**config.mk**
```make
export PLATFORM = sky130hd
export DESIGN_NAME = top4_score_select_normalize
export DESIGN_NICKNAME = d
export VERILOG_FILES = /design/src/sv/tsn_pkg.sv /design/src/sv/tsn_topk.sv /design/src/sv/tsn_div.sv /design/src/sv/top4_score_select_normalize.sv
export SDC_FILE = /design/constraint.sdc
export NUM_CORES = 1
export LEC_CHECK = 0
export BUFFER_PORTS_ARGS = -buffer_cell sky130_fd_sc_hd__buf_2
export CORE_MARGIN = 1.5
export CORE_UTILIZATION = 49
export DETAILED_ROUTE_END_ITERATION = 6
export MAX_ROUTING_LAYER = met4
export PLACE_DENSITY = 0.67
export SLEW_MARGIN = 20
export SYNTH_ARGS = -nofsm -noshare
export SYNTH_HDL_FRONTEND = slang
export SYNTH_HIERARCHICAL = 1
export SYNTH_SLANG_ARGS = --single-unit
```
**constraint.sdc**
```tcl
create_clock -name aclk -period 5.5 [get_ports aclk]
set_input_delay 1.1 -clock aclk [delete_from_list [all_inputs] [get_ports aclk]]
set_output_delay 1.1 -clock aclk [all_outputs]
set_load 0.01 [all_outputs]
```
**src/sv/tsn_pkg.sv**
```systemverilog
// shared types and constants for the top-four score selection block
package tsn_pkg;

    localparam int SCORE_W   = 15;              // magnitude of a positive q8.8 score
    localparam int CLASS_W   = 8;
    localparam int WEIGHT_W  = 16;
    localparam int RANK_W    = 2;
    localparam int NUM_W     = 2 * SCORE_W + 1; // score * 2^15 plus half the sum
    localparam int QUO_W     = 16;              // quotient bits produced by the divider
    localparam int STEP_W    = $clog2(QUO_W);

    typedef enum logic [1:0] {
        ST_IDLE,
        ST_START,
        ST_DIV,
        ST_OUT
    } tsn_state_t;

endpackage

```
**src/sv/tsn_topk.sv**
```systemverilog
// ranked list of the kept scores and classes with running sum and class counter
module tsn_topk #(
    parameter int CLASS_COUNT_MAX = 16,
    parameter int KEEP_COUNT      = 4,
    parameter int IDX_W           = 2,
    parameter int SUM_W           = 17
) (
    input  logic                         aclk,
    input  logic                         aresetn,
    input  logic                         ins_en,
    input  logic [15:0]                  raw_score,
    input  logic                         clr,
    input  logic [IDX_W-1:0]             rd_idx,
    output logic [tsn_pkg::SCORE_W-1:0]  rd_score,
    output logic [tsn_pkg::CLASS_W-1:0]  rd_class,
    output logic [SUM_W-1:0]             sum
);
    import tsn_pkg::*;

    localparam int CNT_W = $clog2(CLASS_COUNT_MAX + 1);

    logic [SCORE_W-1:0] score_reg [KEEP_COUNT];
    logic [SCORE_W-1:0] score_next [KEEP_COUNT];
    logic [CLASS_W-1:0] class_reg [KEEP_COUNT];
    logic [CLASS_W-1:0] class_next [KEEP_COUNT];
    logic [SUM_W-1:0]   sum_reg, sum_next;
    logic [CNT_W-1:0]   cnt_reg, cnt_next;
    logic [KEEP_COUNT-1:0] gt;
    logic [SCORE_W-1:0] value;
    logic [CLASS_W-1:0] cur_class;
    logic [CNT_W+CLASS_W-1:0] cnt_wide;
    logic               in_range;
    logic               positive;

    assign value     = raw_score[SCORE_W-1:0];
    assign positive  = !raw_score[15] && (raw_score != 16'd0);
    assign in_range  = cnt_reg < CNT_W'(CLASS_COUNT_MAX);
    assign cnt_wide  = {{CLASS_W{1'b0}}, cnt_reg};
    assign cur_class = cnt_wide[CLASS_W-1:0];

    // descending list, so the strictly-greater flags form a thermometer
    always_comb begin
        for (int i = 0; i < KEEP_COUNT; i++) begin
            gt[i] = value > score_reg[i];
        end
    end

    always_comb begin
        for (int i = 0; i < KEEP_COUNT; i++) begin
            score_next[i] = score_reg[i];
            class_next[i] = class_reg[i];
        end
        sum_next = sum_reg;
        cnt_next = cnt_reg;
        if (clr) begin
            for (int i = 0; i < KEEP_COUNT; i++) begin
                score_next[i] = '0;
                class_next[i] = '0;
            end
            sum_next = '0;
            cnt_next = '0;
        end else if (ins_en && in_range) begin
            cnt_next = cnt_reg + 1'b1;
            if (positive) begin
                if (gt[0]) begin
                    score_next[0] = value;
                    class_next[0] = cur_class;
                end
                for (int i = 1; i < KEEP_COUNT; i++) begin
                    if (gt[i]) begin
                        if (!gt[i-1]) begin
                            score_next[i] = value;
                            class_next[i] = cur_class;
                        end else begin
                            score_next[i] = score_reg[i-1];
                            class_next[i] = class_reg[i-1];
                        end
                    end
                end
                // the bottom entry drops out whenever the new score gets in
                if (gt[KEEP_COUNT-1]) begin
                    sum_next = sum_reg + SUM_W'(value) - SUM_W'(score_reg[KEEP_COUNT-1]);
                end
            end
        end
    end

    always_ff @(posedge aclk) begin
        if (!aresetn) begin
            for (int i = 0; i < KEEP_COUNT; i++) begin
                score_reg[i] <= '0;
                class_reg[i] <= '0;
            end
            sum_reg <= '0;
            cnt_reg <= '0;
        end else begin
            for (int i = 0; i < KEEP_COUNT; i++) begin
                score_reg[i] <= score_next[i];
                class_reg[i] <= class_next[i];
            end
            sum_reg <= sum_next;
            cnt_reg <= cnt_next;
        end
    end

    assign rd_score = score_reg[rd_idx];
    assign rd_class = class_reg[rd_idx];
    assign sum      = sum_reg;

endmodule

```
**src/sv/tsn_div.sv**
```systemverilog
// restoring divider, one quotient bit per cycle
module tsn_div #(
    parameter int DEN_W = 17
) (
    input  logic                         aclk,
    input  logic                         aresetn,
    input  logic                         start,
    input  logic [tsn_pkg::NUM_W-1:0]    num,
    input  logic [DEN_W-1:0]             den,
    output logic                         done,
    output logic [tsn_pkg::QUO_W-1:0]    quo
);
    import tsn_pkg::*;

    localparam int HI_W = NUM_W - QUO_W;

    logic [DEN_W-1:0]  rem_reg, rem_next;
    logic [QUO_W-1:0]  low_reg, low_next;
    logic [QUO_W-1:0]  quo_reg, quo_next;
    logic [STEP_W-1:0] step_reg, step_next;
    logic              busy_reg, busy_next;
    logic              done_reg, done_next;
    logic [DEN_W:0]    trial;
    logic [DEN_W:0]    diff;
    logic              fits;
    logic [DEN_W+HI_W-1:0] hi_wide;

    // the quotient never exceeds 2^15, so the top bits alone stay below den
    assign hi_wide = {{DEN_W{1'b0}}, num[NUM_W-1:QUO_W]};
    assign trial   = {rem_reg, low_reg[QUO_W-1]};
    assign diff    = trial - {1'b0, den};
    assign fits    = trial >= {1'b0, den};

    always_comb begin
        rem_next  = rem_reg;
        low_next  = low_reg;
        quo_next  = quo_reg;
        step_next = step_reg;
        busy_next = busy_reg;
        done_next = 1'b0;
        if (start) begin
            rem_next  = hi_wide[DEN_W-1:0];
            low_next  = num[QUO_W-1:0];
            step_next = '0;
            busy_next = 1'b1;
        end else if (busy_reg) begin
            rem_next  = fits ? diff[DEN_W-1:0] : trial[DEN_W-1:0];
            low_next  = {low_reg[QUO_W-2:0], 1'b0};
            quo_next  = {quo_reg[QUO_W-2:0], fits};
            step_next = step_reg + 1'b1;
            if (step_reg == STEP_W'(QUO_W - 1)) begin
                busy_next = 1'b0;
                done_next = 1'b1;
            end
        end
    end

    always_ff @(posedge aclk) begin
        if (!aresetn) begin
            busy_reg <= 1'b0;
            done_reg <= 1'b0;
            step_reg <= '0;
        end else begin
            busy_reg <= busy_next;
            done_reg <= done_next;
            step_reg <= step_next;
        end
    end

    always_ff @(posedge aclk) begin
        rem_reg <= rem_next;
        low_reg <= low_next;
        quo_reg <= quo_next;
    end

    assign done = done_reg;
    assign quo  = quo_reg;

endmodule

```
**src/sv/top4_score_select_normalize.sv**
```systemverilog
// top level: score intake, ranked list, shared divider and result sequencer
module top4_score_select_normalize #(
    parameter int CLASS_COUNT_MAX = 16,
    parameter int KEEP_COUNT      = 4
) (
    input  logic        aclk,
    input  logic        aresetn,
    input  logic        s_tvalid,
    output logic        s_tready,
    input  logic [15:0] s_tdata,   // [15:0] score, signed q8.8
    input  logic        s_tlast,
    output logic        m_tvalid,
    input  logic        m_tready,
    output logic [31:0] m_tdata,   // [1:0] rank, [9:2] class_index, [25:10] weight, rest zero
    output logic        m_tlast
);
    // one signed q8.8 score per beat, in class order; scores of zero or below are skipped
    // and the four (KEEP_COUNT) highest are kept, the earlier class winning a tie.
    // an ordinary beat is taken whenever the block is idle, so back-to-back scores stream
    // at one per clock. the beat flagged with tlast is folded in like the others,
    // then the block stops taking beats and sends KEEP_COUNT result beats, rank 0
    // first, each with weight = score / sum of kept scores in unsigned q1.15,
    // rounded to nearest. each weight runs through one shared restoring divider
    // that yields a quotient bit per cycle; each rank passes through a start state, the
    // divide state (skipped when the sum is zero) and an output state that waits for m_tready.
    // with no positive score, rank 0 reports weight 1.0 and the rest weight 0,
    // all with class 0. after the final rank is taken the list is cleared and
    // s_tready rises again. scores arriving past CLASS_COUNT_MAX are ignored.
    import tsn_pkg::*;

    localparam int IDX_W  = (KEEP_COUNT > 1) ? $clog2(KEEP_COUNT) : 1;
    localparam int SUM_W  = SCORE_W + $clog2(KEEP_COUNT);
    localparam int WIDE_W = NUM_W + SUM_W;

    tsn_state_t state_reg, state_next;

    logic [IDX_W-1:0]    rank_reg, rank_next;
    logic [CLASS_W-1:0]  class_reg, class_next;
    logic [WEIGHT_W-1:0] weight_reg, weight_next;

    logic                in_beat;
    logic                out_beat;
    logic                final_rank;
    logic                sum_zero;
    logic                clr;
    logic                div_start;
    logic                div_done;
    logic [QUO_W-1:0]    div_quo;
    logic [SCORE_W-1:0]  rd_score;
    logic [CLASS_W-1:0]  rd_class;
    logic [SUM_W-1:0]    sum;
    logic [WIDE_W-1:0]   num_wide;
    logic [IDX_W+RANK_W-1:0] rank_wide;

    assign in_beat    = s_tvalid && s_tready;
    assign out_beat   = m_tvalid && m_tready;
    assign final_rank = rank_reg == IDX_W'(KEEP_COUNT - 1);
    assign sum_zero   = sum == '0;

    // score * 2^15 plus half the sum, for round-to-nearest
    assign num_wide = ({{(WIDE_W-SCORE_W){1'b0}}, rd_score} << (WEIGHT_W - 1))
                    + {{(NUM_W+1){1'b0}}, sum[SUM_W-1:1]};

    tsn_topk #(
        .CLASS_COUNT_MAX (CLASS_COUNT_MAX),
        .KEEP_COUNT      (KEEP_COUNT),
        .IDX_W           (IDX_W),
        .SUM_W           (SUM_W)
    ) u_topk (
        .aclk      (aclk),
        .aresetn   (aresetn),
        .ins_en    (in_beat),
        .raw_score (s_tdata),
        .clr       (clr),
        .rd_idx    (rank_reg),
        .rd_score  (rd_score),
        .rd_class  (rd_class),
        .sum       (sum)
    );

    tsn_div #(
        .DEN_W (SUM_W)
    ) u_div (
        .aclk    (aclk),
        .aresetn (aresetn),
        .start   (div_start),
        .num     (num_wide[NUM_W-1:0]),
        .den     (sum),
        .done    (div_done),
        .quo     (div_quo)
    );

    // next state
    always_comb begin
        state_next = state_reg;
        case (state_reg)
            ST_IDLE: begin
                if (in_beat && s_tlast) begin
                    state_next = ST_START;
                end
            end
            ST_START: begin
                state_next = sum_zero ? ST_OUT : ST_DIV;
            end
            ST_DIV: begin
                if (div_done) begin
                    state_next = ST_OUT;
                end
            end
            ST_OUT: begin
                if (m_tready) begin
                    state_next = final_rank ? ST_IDLE : ST_START;
                end
            end
            default: state_next = ST_IDLE;
        endcase
    end

    // state outputs
    always_comb begin
        s_tready  = 1'b0;
        m_tvalid  = 1'b0;
        div_start = 1'b0;
        clr       = 1'b0;
        case (state_reg)
            ST_IDLE:  s_tready  = 1'b1;
            ST_START: div_start = !sum_zero;
            ST_DIV:   ;
            ST_OUT: begin
                m_tvalid = 1'b1;
                clr      = m_tready && final_rank;
            end
            default:  ;
        endcase
    end

    // result register and rank counter
    always_comb begin
        rank_next   = rank_reg;
        class_next  = class_reg;
        weight_next = weight_reg;
        if (state_reg == ST_START && sum_zero) begin
            class_next  = '0;
            weight_next = (rank_reg == '0) ? WEIGHT_W'(1 << (WEIGHT_W - 1)) : '0;
        end else if (state_reg == ST_DIV && div_done) begin
            class_next  = rd_class;
            weight_next = div_quo;
        end
        if (out_beat) begin
            rank_next = final_rank ? '0 : rank_reg + 1'b1;
        end
    end

    always_ff @(posedge aclk) begin
        if (!aresetn) begin
            state_reg <= ST_IDLE;
            rank_reg  <= '0;
        end else begin
            state_reg <= state_next;
            rank_reg  <= rank_next;
        end
    end

    always_ff @(posedge aclk) begin
        class_reg  <= class_next;
        weight_reg <= weight_next;
    end

    assign rank_wide = {{RANK_W{1'b0}}, rank_reg};
    assign m_tdata   = {6'd0, weight_reg, class_reg, rank_wide[RANK_W-1:0]};
    assign m_tlast   = final_rank;

endmodule
```
### After elaboration in Yosys (flattened, before gate mapping)

Memories as Yosys holds them, arrays and structs flattened. A register that Yosys moved wholly into a read port is not among the register bits.
Cells that the tools add are included.

* add/sub/neg operators: 7
* order comparisons: 6
* equal/unequal tests: 11
* multiplexer cells: 55
* bitwise gates (word level): 11
* reduce and logical (&&, ||, !) cells: 23

Operators by type and width (number)
* 15-bit 2-to-1 mux: 13
* 60-bit 2-to-1 mux: 3
* 32-bit 2-to-1 mux: 3
* 8-bit 2-to-1 mux: 11
* 16-bit 2-to-1 mux: 5
* 15-bit > comparator: 4
* 30-bit by 16-bit adder with 31-bit output: 1
* 18-bit by 17-bit >= comparator with 1-bit output: 1
* 17-bit by 15-bit adder with 17-bit output: 1
* 17-bit logical NOT: 1
* 17-bit 2-to-1 mux: 1
* 17-bit by 15-bit subtractor with 17-bit output: 1
* 17-bit subtractor: 1
* 16-bit nonzero test: 1
* 1-bit 2-to-1 mux: 12
* 2-bit 2-to-1 mux: 6
* 1-bit logical AND: 8
* 1-bit bitwise OR: 8
* 2-bit one-hot mux with 4 select lines: 1
* 2-bit equality test, second input constant: 3
* 2-bit != test, second input constant: 3
* 3-bit AND reduction: 2
* 5-bit by 1-bit adder with 5-bit output, second input constant: 1
* 5-bit < comparator, second input constant: 1
* 15 further kinds: 21

* flip-flop bits (word level): 97
* bits in writable memories: 92
* input bits: 21
* memories kept: 2

Memories
* u_topk.score_reg: words 4, bits a word 15, read ports 5, clocked after Yosys merged registers in 1, write ports 4, line tsn_topk.sv:22 `logic [SCORE_W-1:0] score_reg [KEEP_COUNT];`
* u_topk.class_reg: words 4, bits a word 8, read ports 4, clocked after Yosys merged registers in 1, write ports 4, line tsn_topk.sv:24 `logic [CLASS_W-1:0] class_reg [KEEP_COUNT];`

### Logic depth before layout (Yosys ltp)

An unclocked memory read counts as a cell.

* word-level depth: 8
* gate-level depth with buffers: 13

### Cells and area by module

The synthesis kept the hierarchy.

By module, submodules not included
* tsn_topk: times used 1, cells an instance 806, area an instance 7297.0 sq um, seq. area each 2092.0 sq um
* tsn_div: times used 1, cells an instance 309, area an instance 3350.7 sq um, seq. area each 1571.5 sq um
* top4_score_select_normalize: times used 1, cells an instance 159, area an instance 1565.3 sq um, seq. area each 720.7 sq um

### Worst setup path before layout

OpenSTA, ideal clock, no wires.

* kind: input -> register
* start point: input port s_tdata[2]
* end point: register u_topk.sum_reg[16] (netlist: u_topk/sum[16])
* setup time: 133 ps
* data arrival time: 3411 ps
* data required time: 5367 ps
* slack: 1956 ps
* stages: 11
* path buffers: 0
* path through: inv_1 fa_1 inv_1 ha_1 nor2b_1 o21a_1 a311o_2 a311oi_4 a211oi_2 a211oi_2 o311ai_1

* cells in the longest elaborated chain, start to end: 3
* elaborated cells between the ends (all ways): 6
* classes of those cells: 2 x add/sub; 1 x order compare; 3 x reduce/logical

RTL lines
* from (decl): line top4_score_select_normalize.sv:10 `input logic [15:0] s_tdata,`
* parallel branches: the longest is 3 deep, another holds 17-bit by 15-bit adder with 17-bit output
* to (signal assigned): line tsn_topk.sv:101 `sum_reg <= sum_next;`
* to (decl): line tsn_topk.sv:26 `logic [SUM_W-1:0] sum_reg, sum_next;`

Several ways; the timed one is not identified.
A chain may end at the register's enable or synchronous reset.

### Worst setup path after layout

Ends and elaborated chain as after synthesis.

==> flow_summary_export.csv <==
group,metric,value,unit
status,status,"finished clean",
cts,clkTransAtPathRegs,0.09,ns
floorplanning,num_rows,57,
synth,syn-instance-count,1274,
synth,synthArstFlopShare,0,%
power_and_ir_drop,finalPower,6.557,mW
placed_design,place_area,12680,um^2
sta,setup_ws,1.966,ns
job,maxCapViolCount,0,
sta,rsz0062_at_grt,"no",
cts,root_buffer,"clkbuf_16",
power_and_ir_drop,cell_internal_pwr,3.828,mW
drt,ant_nets,0,
placed_design,io_buffers,49,
synth,synth_xor_area_share,3.155,%
cts,h-tree-depth,4,
grt,grt_pass1_vias,9214,
final_layout,final_area,13340,um^2
synth,synth_area,12210,um^2
cts,clk_latency,0.45,ns
synth,ys_ff_latch,185,
cts,clock_sinks,185,
synth,yosysUniqueCellTypes,79,
power_and_ir_drop,vdd.ir_drop.worst,252.3,uV
worst_setup_path,crit_arrival,3.85,ns
drt,vias,9469,
cts,cts_setup_buffers,0,
floorplanning,io_pins,56,
power_and_ir_drop,swShare,41.62,%
final_layout,drive_above_1_share,12.77,%
placed_design,dp.final_hpwl,22140,um
sta,max_freq,283.0,MHz
worst_setup_path,required,5.82,ns
min_path,hold_depth,0,
min_path,hp-class,"reg2reg",
grt,grt_max_degree,54,
floorplanning,design.core.area,24390,um^2
sta,worst_pin_slew,0.9152,ns
synth,synth_edf_count,68,
sta,fin_crit_sh,64.25,%
drt,wl_per_cell,18.16,um
power_and_ir_drop,p_switching,2.729,mW
synth,synth-compound-area-share,16.49,%
sta,setup_viol,0,
worst_setup_path,crit_path_max_fanout,10,
final_layout,largest_reg_flops,60,
grt,grt_usage,24.45,%
worst_setup_path,r2r_cells,10,
floorplanning,die_h,160.9,um
cts,cts_tree,"yes",
synth,synth_top_area_share,19.18,%
power_and_ir_drop,p_leak,5.358,nW
sta,skew,0.02082,ns
floorplanning,dieArea,25880,um^2
sta,worst_slew_margin_rel,38.65,%
drt,drc,0,
drt,via_per_inst,5.799,
grt,grt_pass1_wl,48640,um
sta,slew_violations,0,
power_and_ir_drop,seqPwrFrac,32.8,%
sta,fin_setup_tns,0,ns
synth,yosysWarnings,6,
placed_design,place.gp.congestion,0.9297,
synth,synth_top_area_cell,"dfxtp_1",
floorplanning,start_util,50.07,%
worst_setup_path,cp-start-kind,"primary input",
cts,cts_resized,0,
power_and_ir_drop,combPwrFrac,46.8,%
synth,yosysMostFrequentCell,"inv_1",
synth,synth_common_cells,"inv_1 (158), dfxtp_1 (117), ha_1 (104)",
synth,synth-simple-area-share,11.87,%
grt,antenna_found_initial,1,
grt,grt_overflow,0,
synth,synth_flop_cell,"dfxtp_1",
sta,final_hold_viol_count,0,
synth,muxShareOfSynthArea,11.39,%
synth,yosysSeqAreaShare,35.90,%
final_layout,area_growth,9.190,%
synth,synth_top_family_by_area,"compound AO/OA/AOI/OAI gates",
power_and_ir_drop,power_density,491.7,nW/um^2
worst_setup_path,critical_path_class,"in2reg",
placed_design,preCtsSetupSlack,1.528,ns
worst_setup_path,cp-end-kind,"flip-flop",
cts,numCtsBuffers,17,
cts,postCtsHoldBufs,0,
cts,clockBufferDepth,2,
synth,yosys-top-cells-area,"dfxtp_1 (19%), edfxtp_1 (17%), ha_1 (11%)",
final_layout,final_core_util,54.67,%
final_layout,nNetsFinal,1436,
power_and_ir_drop,clkPwrFrac,20.4,%
synth,synthAdderAreaFrac,13.28,%
floorplanning,dieWidth,160.9,um
drt,drt-initial-drc-count,741,
drt,totalWireLength,29660,um
synth,avgSynthCellArea,9.586,um^2
drt,first_pass_iters,5,
sta,fin_crit,3.534,ns
## worst paths after layout
kind / slack (ns) / endpoint / startpoint
setup / recovery: 1.97 / u_topk/sum[16] / s_tdata[2]
hold / removal: 0.45 / u_div/quo[9] / u_div/quo[8]
setup reg to reg: 2.21 / u_div/rem_reg[3] / u_topk/sum[0]
hold reg to reg: 0.45 / u_div/quo[9] / u_div/quo[8]
## kinds of logic after synthesis
| kind of cell | Yosys count |
|---|---|
| AOI/OAI and AO/OA | 297 |
| buffers and inverters | 228 |
| muxes | 112 |
| other | 2 |
| DFF | 185 |
| adders and majority gates | 120 |
| and+or+nand+nor | 286 |
| xor gates and xnor gates | 44 |
## layer usage
layer / part of all wire (%) / global-route usage (%)
met5: 0 / -
met4: 2.5 / 8.123
met3: 5.0 / 3.280
met2: 47 / 38.42
met1: 46 / 32.62
## worst max-delay path: stages
cell      delay [ns]
buf_2           0.21
inv_1           0.09
fa_1            0.50
inv_1           0.05
ha_1            0.35
nor2b_1         0.15
o21a_1          0.18
a311o_2         0.45
a311oi_4        0.31
a211oi_2        0.12
a211oi_2        0.20
o311ai_1        0.12
## layout make-up
| class | instances | area (um^2) |
|---|---|---|
| Fill cell | 2184 | 11060 |
| Multi-Input combinational cell | 868 | 6933 |
| Sequential cell | 185 | 4384 |
| Inverter | 159 | 596.8 |
| Clock buffer | 17 | 425.4 |
| Tap cell | 324 | 405.4 |
| Timing Repair Buffer | 64 | 357.8 |
| Clock inverter | 15 | 230.2 |
| Antenna cell | 1 | 2.502 |
## through the flow
step	std cells	hold WS, ns
2_1_floorplan	1281	0.4180
3_3_place_gp	1600	0.4256
3_5_place_dp	1600	0.4307
4_1_cts	1632	0.4515
5_1_grt	1633	0.4615
6_report	1633	0.4460
## cells in the final DEF, fill, tap and decap left out, types with 21 or more instances in the layout
cell and n:
inv_1 158, dfxtp_1 117, ha_1 104, a21oi_1 93, nand2_1 78, mux2i_1 76
edfxtp_1 68, o21ai_0 61, nor2_1 55, buf_2 49, nand3_1 37, o22ai_1 26
nand4_1 25, xor2_1 24, nor2b_1 24, a21o_1 21
## power by group through the flow
stage | Sequential [mW] | Combinational, mW | Clock [mW]
after detailed placement | 2.18 | 3.03 | 0
after global routing | 2.19 | 3.40 | 1.43
after global placement | 2.17 | 3.01 | 0
after floorplan | 2.11 | 2.42 | 0
after CTS | 2.15 | 3.05 | 1.36
final | 2.15 | 3.07 | 1.34
(Power assumes the default switching activity.)
